$ cat src/rwfb_pkg.sv
// Shared types, constants and helpers for the range window frame bounds unit.
package rwfb_pkg;

    localparam int MAX_ROWS = 1024;
    localparam int ROW_W    = $clog2(MAX_ROWS);   // row index
    localparam int CNT_W    = ROW_W + 1;          // counts up to MAX_ROWS
    localparam int KEY_W    = 32;
    localparam int SUM_W    = KEY_W + 1;          // exact key + offset
    localparam int CFG_IDX_W  = 2;
    localparam int CFG_DATA_W = CNT_W;

    localparam logic OP_LOAD  = 1'b0;
    localparam logic OP_QUERY = 1'b1;

    localparam logic [CFG_IDX_W-1:0] CFG_NULLS_FIRST     = 2'd0;
    localparam logic [CFG_IDX_W-1:0] CFG_NULL_COUNT      = 2'd1;
    localparam logic [CFG_IDX_W-1:0] CFG_LEFT_UNBOUNDED  = 2'd2;
    localparam logic [CFG_IDX_W-1:0] CFG_RIGHT_UNBOUNDED = 2'd3;

    typedef struct packed {
        logic             nulls_first;
        logic [CNT_W-1:0] null_count;
        logic             left_unbounded;
        logic             right_unbounded;
        logic [CNT_W-1:0] row_count;
    } t_part_cfg;

    // midpoint of [lo, hi), lo <= hi
    function automatic logic [CNT_W-1:0] mid_of(input logic [CNT_W-1:0] lo,
                                                input logic [CNT_W-1:0] hi);
        logic [CNT_W-1:0] span;
        span = hi - lo;
        return lo + (span >> 1);
    endfunction

endpackage

$ cat src/rwfb_search.sv
// Query sequencer: row key fetch, then up to two binary searches over the key store.
module rwfb_search
    import rwfb_pkg::*;
(
    input  logic             i_clk,
    input  logic             i_rst_n,
    input  logic             i_query,
    input  logic [ROW_W-1:0] i_row,
    input  logic [KEY_W-1:0] i_left_offset,
    input  logic [KEY_W-1:0] i_right_offset,
    input  t_part_cfg        i_cfg,
    input  logic [KEY_W-1:0] i_rdata,
    output logic [ROW_W-1:0] o_raddr,
    output logic             o_busy,
    output logic             o_result_valid,
    output logic [CNT_W-1:0] o_first_row,
    output logic [CNT_W-1:0] o_end_row,
    output logic             o_status
);

    typedef enum logic [1:0] {S_IDLE, S_KEY, S_SRCH} t_state;

    t_state                  r_state, n_state;
    logic [CNT_W-1:0]        r_val_lo, n_val_lo, r_val_hi, n_val_hi;
    logic [CNT_W-1:0]        r_lo, n_lo, r_hi, n_hi;
    logic [CNT_W-1:0]        r_begin, n_begin;
    logic                    r_strict, n_strict;
    logic signed [SUM_W-1:0] r_bound, n_bound, r_rbound, n_rbound;
    logic [KEY_W-1:0]        r_loff, n_loff, r_roff, n_roff;
    logic                    r_valid, n_valid, r_status, n_status;
    logic [CNT_W-1:0]        r_fb, n_fb, r_fe, n_fe;
    logic [CNT_W-1:0]        raddr_full;

    logic [CNT_W-1:0]        rc, nc, row_x, null_lo, null_hi, val_lo, val_hi, mid;
    logic signed [SUM_W-1:0] key_x, lb, rb;
    logic                    go_right;

    always_comb begin
        rc    = i_cfg.row_count;
        nc    = (i_cfg.null_count < rc) ? i_cfg.null_count : rc;
        row_x = {1'b0, i_row};
        if (i_cfg.nulls_first) begin
            null_lo = '0;
            null_hi = nc;
            val_lo  = nc;
            val_hi  = rc;
        end else begin
            null_lo = rc - nc;
            null_hi = rc;
            val_lo  = '0;
            val_hi  = rc - nc;
        end
        key_x    = SUM_W'(signed'(i_rdata));
        lb       = key_x + SUM_W'(signed'(r_loff));
        rb       = key_x + SUM_W'(signed'(r_roff));
        mid      = mid_of(r_lo, r_hi);
        go_right = r_strict ? (key_x <= r_bound) : (key_x < r_bound);

        n_state  = r_state;
        n_val_lo = r_val_lo;
        n_val_hi = r_val_hi;
        n_lo     = r_lo;
        n_hi     = r_hi;
        n_begin  = r_begin;
        n_strict = r_strict;
        n_bound  = r_bound;
        n_rbound = r_rbound;
        n_loff   = r_loff;
        n_roff   = r_roff;
        n_valid  = 1'b0;
        n_status = r_status;
        n_fb     = r_fb;
        n_fe     = r_fe;
        raddr_full = row_x;

        unique case (r_state)
            S_IDLE: begin
                if (i_query) begin
                    if (row_x >= rc) begin
                        n_valid  = 1'b1;
                        n_status = 1'b1;
                        n_fb     = '0;
                        n_fe     = '0;
                    end else if (row_x >= null_lo && row_x < null_hi) begin
                        n_valid  = 1'b1;
                        n_status = 1'b0;
                        n_fb     = null_lo;
                        n_fe     = null_hi;
                    end else begin
                        n_val_lo = val_lo;
                        n_val_hi = val_hi;
                        n_loff   = i_left_offset;
                        n_roff   = i_right_offset;
                        n_state  = S_KEY;
                    end
                end
            end
            S_KEY: begin
                // row key is on the read data now; first probe of either search
                n_rbound   = rb;
                n_lo       = r_val_lo;
                n_hi       = r_val_hi;
                raddr_full = mid_of(r_val_lo, r_val_hi);
                n_begin    = '0;
                if (!i_cfg.left_unbounded) begin
                    n_bound  = lb;
                    n_strict = 1'b0;
                    n_state  = S_SRCH;
                end else if (!i_cfg.right_unbounded) begin
                    n_bound  = rb;
                    n_strict = 1'b1;
                    n_state  = S_SRCH;
                end else begin
                    n_valid  = 1'b1;
                    n_status = 1'b0;
                    n_fb     = '0;
                    n_fe     = rc;
                    n_state  = S_IDLE;
                end
            end
            S_SRCH: begin
                if (r_lo < r_hi) begin
                    // read data holds key[mid]
                    if (go_right) begin
                        n_lo = mid + CNT_W'(1);
                    end else begin
                        n_hi = mid;
                    end
                    raddr_full = mid_of(n_lo, n_hi);
                end else if (!r_strict) begin
                    n_begin = r_lo;
                    if (i_cfg.right_unbounded) begin
                        n_valid  = 1'b1;
                        n_status = 1'b0;
                        n_fb     = r_lo;
                        n_fe     = rc;
                        n_state  = S_IDLE;
                    end else begin
                        n_bound    = r_rbound;
                        n_strict   = 1'b1;
                        n_lo       = r_val_lo;
                        n_hi       = r_val_hi;
                        raddr_full = mid_of(r_val_lo, r_val_hi);
                    end
                end else begin
                    n_valid  = 1'b1;
                    n_status = 1'b0;
                    n_fb     = r_begin;
                    n_fe     = r_lo;
                    n_state  = S_IDLE;
                end
            end
            default: begin
                n_state = S_IDLE;
            end
        endcase
    end

    always_ff @(posedge i_clk) begin
        if (!i_rst_n) begin
            r_state  <= S_IDLE;
            r_valid  <= 1'b0;
            r_status <= 1'b0;
            r_fb     <= '0;
            r_fe     <= '0;
        end else begin
            r_state  <= n_state;
            r_valid  <= n_valid;
            r_status <= n_status;
            r_fb     <= n_fb;
            r_fe     <= n_fe;
        end
        r_val_lo <= n_val_lo;
        r_val_hi <= n_val_hi;
        r_lo     <= n_lo;
        r_hi     <= n_hi;
        r_begin  <= n_begin;
        r_strict <= n_strict;
        r_bound  <= n_bound;
        r_rbound <= n_rbound;
        r_loff   <= n_loff;
        r_roff   <= n_roff;
    end

    assign o_raddr        = raddr_full[ROW_W-1:0];
    assign o_busy         = (r_state != S_IDLE);
    assign o_result_valid = r_valid;
    assign o_first_row    = r_fb;
    assign o_end_row      = r_fe;
    assign o_status       = r_status;

endmodule

$ cat config.mk
export PLATFORM = sky130hd
export DESIGN_NAME = rwfb_search
export DESIGN_NICKNAME = d
export VERILOG_FILES = /design/src/rwfb_pkg.sv /design/src/rwfb_search.sv
export SDC_FILE = /design/constraint.sdc
export NUM_CORES = 1
export LEC_CHECK = 0
export BUFFER_PORTS_ARGS = -buffer_cell sky130_fd_sc_hd__clkbuf_2
export CAP_MARGIN = 25
export CORE_ASPECT_RATIO = 0.75
export CORE_MARGIN = 2
export CORE_UTILIZATION = 61
export CTS_CLUSTER_DIAMETER = 60
export CTS_CLUSTER_SIZE = 12
export DETAILED_ROUTE_END_ITERATION = 7
export GPL_ROUTABILITY_DRIVEN = 1
export PLACE_DENSITY = 0.82
export SETUP_SLACK_MARGIN = 0.2
export SYNTH_ARGS = -nofsm -noshare
export SYNTH_HDL_FRONTEND = slang
export SYNTH_SLANG_ARGS = --single-unit
$ cat constraint.sdc
create_clock -name i_clk -period 17.4 [get_ports i_clk]
set_input_delay 5.22 -clock i_clk [delete_from_list [all_inputs] [get_ports i_clk]]
set_output_delay 5.22 -clock i_clk [all_outputs]
set_load 0.005 [all_outputs]
Word-level counts from Yosys, hierarchy flattened --
Index checks and enable logic that the tools add are counted.
Storage, ports and cells: bits in read-only memories 0, register bits after elaboration 212, memories kept 0, memory bits (writable) 0, word-level logic and storage cells 142, input port bits 134, bits in latches 0
Operators by class: div/mod/pow operators 0, multipliers 0, shift-type cells 0, $lt $le $gt $ge 7, reductions and logical operators 13, equal/unequal tests 15, bitwise logic cells 2, multiplexer cells 80, add/subtract/negate cells 10
Operator list (number):
- 11-bit two-way mux | 33
- 33-bit two-way mux | 5
- 32-bit by 32-bit adder with 33-bit output | 2
- 11-bit one-hot mux with 2 select lines | 3
- 11-bit one-hot mux with 3 select lines | 2
- 33-bit one-hot mux with 2 select lines | 1
- 11-bit subtractor | 4
- 32-bit by 33-bit less-or-equal comparator with 1-bit output | 1
- 32-bit by 33-bit less-than comparator with 1-bit output | 1
- 10-bit two-way mux | 3
- 10-bit by 11-bit greater-or-equal comparator with 1-bit output | 2
- 11-bit less-than comparator | 2
- 10-bit adder | 2
- 1-bit two-way mux | 20
- 10-bit one-hot mux with 2 select lines | 1
- 2-bit two-way mux | 8
- 2-bit inequality test, second input constant | 8
- 3-bit inequality test, second input constant | 5
- 5-bit AND reduction | 3
- 11-bit by 1-bit adder with 11-bit output, second input constant | 1
- 11-bit by 10-bit adder with 11-bit output | 1
- 10-bit by 11-bit less-than comparator with 1-bit output | 1
- 3-bit AND reduction | 3
- 7-bit AND reduction | 1
- other kinds (11) | 14

Depth between registers and ports, before layout --
depth in word-level cells 10, mapped depth 32, mapped depth without buffers 32

Worst setup path after synthesis --
OpenSTA, ideal clock, no wires.
path type input to output, from input i_rdata[30], to output o_raddr[9], stages 29, data required time 12.180 ns, arrival time 11.083 ns, path slack 1.097 ns, cell sequence ha_1 a21o_1 a21o_1 a221oi_1 o21ai_1 or2_1 o21ai_2 clkbuf_1 clkbuf_1 nor2_1 a21oi_1 ha_1 nor2b_1 o21a_1 o21a_1 o21ai_0 nand2_1 maj3_1 maj3_1 mux2i_1 xnor2_1 ha_1 nand2_1 o21ai_0 xnor2_1 xnor2_1 xnor2_1 mux2i_1 o221a_1
On the way: cells in the longest elaborated chain, start to end 9, elaborated cells on any way between the ends 13, those cells by class add/sub (2); order compare (2); mux (9)
Ends and longest elaborated chain:
- start: declaration | RTL line rwfb_search.sv:12 | input logic [KEY_W-1:0] i_rdata,
- 32-bit by 33-bit less-than comparator with 1-bit output or 32-bit by 33-bit less-or-equal comparator with 1-bit output (tied branches) | RTL line rwfb_search.sv:57 | go_right = r_strict ? (key_x <= r_bound) : (key_x < r_bound);
- 1-bit two-way mux (*) | RTL line rwfb_search.sv:57
- 11-bit two-way mux | RTL line rwfb_search.sv:124 | if (go_right) begin
- 11-bit two-way mux | RTL line rwfb_search.sv:122 | if (r_lo < r_hi) begin
- 11-bit two-way mux | RTL line rwfb_search.sv:76 | unique case (r_state)
- 11-bit subtractor | RTL line rwfb_pkg.sv:32 | span = hi - lo;
- 10-bit adder (*) | RTL line rwfb_pkg.sv:33 | return lo + (span >> 1);
- 10-bit two-way mux (*) | RTL line rwfb_search.sv:122
- 10-bit one-hot mux with 2 select lines (*) | RTL line rwfb_search.sv:76
- end: declaration | RTL line rwfb_search.sv:13 | output logic [ROW_W-1:0] o_raddr,
Every way passes the cells marked *; elsewhere a longest branch is shown, timed or not. The select of a mux whose other input is x is not followed.

Worst setup path after layout --
from input i_rdata[31], to output o_raddr[9]
Same word-level chain as after synthesis.

==> results_dict.tcl <==
set metrics [dict create \
    slew_violations 0 \
    clkTransAtPathRegs_ns 0.06 \
    cp_data_required_time_ns 12.18 \
    synthFlopType "edfxtp_1" \
    max_slew.worst_pin.slew_ns 1.08 \
    drive_above_1_share 0.132 \
    syn_nets 2219 \
    die_area_um2 29900 \
    finalHoldViolations 0 \
    dp.final_hpwl_mm 38.3 \
    synthArstFlopShare 0 \
    htree_levels 1 \
    setup_viol 0 \
    synth_area_leaders "edfxtp_1 (32%), ha_1 (15%), a21oi_1 (5.0%)" \
    max-slew-margin-rel 0.278 \
    yosysMostFrequentCell "ha_1" \
    fp.dieW_um 199 \
    end_kind "output pin" \
    port_buffers 168 \
    remaining_drc_errors 0 \
    num_rows 53 \
    ys_ff_latch 212 \
    detail_route.iter0.violations 1516 \
    clk_latency_ns 0.54 \
    crit_path_start_kind "input port" \
    maxCapViolCount 0 \
    syn-cell-area_um2 17400 \
    crit_path_max_fanout 10 \
    grtUsageTotal 0.331 \
    place_ws_ns 0.582 \
    ir_drop_v 0.000157 \
    synth_area_per_cell_um2 9.29 \
    antenna_found_initial 1 \
    powerDensity_nw_per_um2 173 \
    syn_to_final_growth_pct 10.8 \
    cts_root_buffer "clkbuf_16" \
    cts_inserted_buffers 23 \
    ys_seq_area_frac 0.351 \
    timing.setup.tns_ns 0 \
    cts-hold-fix-buffers 0 \
    synth_common_cells "ha_1 (205), edfxtp_1 (186), a21oi_1 (174)" \
    boundaryPins 169 \
    synth_area_leader_cell "edfxtp_1" \
    globalplace.congestion 0.970 \
    routed-via-count 15000 \
    wl_per_cell_um 20.5 \
    grt_pass1_wl_mm 76.3 \
    rsz0062_at_grt "false" \
    synth_top_area_share 0.321 \
    fp.dieH_um 150 \
    critPathKind "in -> out" \
    wl_mm 49.5 \
    diodes 0 \
    fin_ws_ns 0.625 \
    grt_pass1_vias 14000 \
    cts_max_path_buffers 3 \
    dr.pass1.iters 6 \
    finalCritPeriodShare 0.964 \
    start_util 0.620 \
    status "completed" \
    hold_class "reg -> reg" \
    cts_tree "built" \
    period_needed_ns 16.78 \
    nNetsFinal 2365 \
    yosysWarnings 0 \
    arrival_ns 11.56 \
    synth_edf_count 186 \
    antenna_left 0 \
    hold_depth 2 \
    fmax_mhz 59.6 \
    core-area_um2 28100 \
    clock-sinks 212 \
    rr_worst_depth 18 \
    p_total_w 0.00333 \
    fin_worst_skew_ns 0.0153 \
    via_per_inst 6.22 \
    p_leak_nw 8.55 \
    grt_max_degree 53 \
    grt_overflow 0 \
    syn_inst 1871 \
    synth.distinct_cells 88 \
]
==> worst max-delay path: stages <==
cell      delay, ns
clkbuf_2       0.17
ha_2           0.50
nand4_4        0.15
nor4_2         0.28
nand2_1        0.15
or4_4          0.54
o211ai_2       0.15
and2b_4        0.33
mux2i_1        0.36
fa_1           0.29
nor2b_1        0.06
o21a_1         0.18
o21a_1         0.17
o21ai_0        0.13
nand2_1        0.14
maj3_1         0.37
maj3_1         0.35
mux2i_1        0.23
xnor2_1        0.12
ha_1           0.33
nand2_1        0.06
o21ai_0        0.19
xnor2_1        0.16
xnor2_1        0.15
xnor2_1        0.16
mux2i_1        0.26
o221a_1        0.22
clkbuf_2       0.11
==> metrics by stage <==
stage	std cells	cell area [µm²]	hold slack, ns	util
3_5_place_dp	2377	18600	0.484	0.663
4_1_cts	2416	19200	0.492	0.686
3_3_place_gp	2376	18600	0.461	0.663
2_1_floorplan	1871	17400	0.467	-
5_1_grt	2416	19300	0.524	0.687
6_report	2416	19300	0.490	0.687
==> report_power, final <==
| part | internal (W) | switching (W) | total, W |
|---|---|---|---|
| logic | 0.000926 | 0.00123 | 0.00215 |
| registers | 0.000670 | 0.0000499 | 0.000720 |
| clock network | 0.000245 | 0.000213 | 0.000458 |
| total | 0.00184 | 0.00149 | 0.00333 |
==> what timing repair did <==
action | 4_1_cts | 5_1_grt
gates resized for setup | 0 | 2
setup buffers | 0 | 0
endpoints found under the setup margin | 0 | 1
==> kinds of logic (layout without fill, tap and decap cells) <==
| family | after synthesis | count (layout) | share of synthesized area |
|---|---|---|---|
| XOR/XNOR | 115 | 115 | 0.0579 |
| adder cells (fa/ha/maj) | 220 | 220 | 0.161 |
| multiplexers | 79 | 79 | 0.0471 |
| AO/OA/AOI/OAI | 548 | 548 | 0.202 |
| flip-flops | 212 | 212 | 0.351 |
| AND/OR/NAND/NOR | 479 | 479 | 0.131 |
| buffers and inverters | 218 | 378 | 0.0489 |
==> state kept, by name, summed over array words and instances (netlist names) <==
name	count
r_begin	11
r_strict	1
o_result_valid	1
r_state	2
o_end_row	11
r_loff	32
r_roff	32
o_status	1
r_rbound	33
r_val_lo	11
o_first_row	11
r_hi	11
r_bound	33
r_lo	11
r_val_hi	11
==> final cells by class <==
type                    instances  area (µm²)
clock buffers                  32         609
inverters                     154         578
multi-input cells            1441       10500
repair buffers                185         968
flip-flops and latches        212        6110
clock inverters                 7        47.5
well taps                     385         482
fillers                      2241        8790
==> metal layers <==
layer	track usage	vias up	share of wire
li1	-	7136	-
met3	0.0688	70	0.11
met2	0.478	719	0.41
met1	0.509	7110	0.46
met4	0.0694	2	0.017
met5	0	-	0.00022
==> cell usage in the layout, fill, tap and decap left out, types with 27 or more instances in the layout <==
cell type,netlist,layout
mux2i_1,59,59
nor2_1,141,140
edfxtp_1,186,186
o21ai_0,114,114
ha_1,205,202
inv_1,153,153
a21oi_1,174,173
clkbuf_2,0,168
xor2_1,36,36
o21a_1,29,29
nand2_1,154,154
nand3_1,35,35
a211oi_1,27,27
xnor2_1,79,79
a21o_1,57,57
==> final timing paths <==
path,from,to,slack [ns]
worst max-delay path,i_rdata[31],o_raddr[9],0.62
worst min-delay path,o_end_row[9],o_end_row[9],0.49
worst max register to register,r_lo[1],r_lo[8],12.28
worst min register to register,o_end_row[9],o_end_row[9],0.49
(Power assumes the default switching activity.)
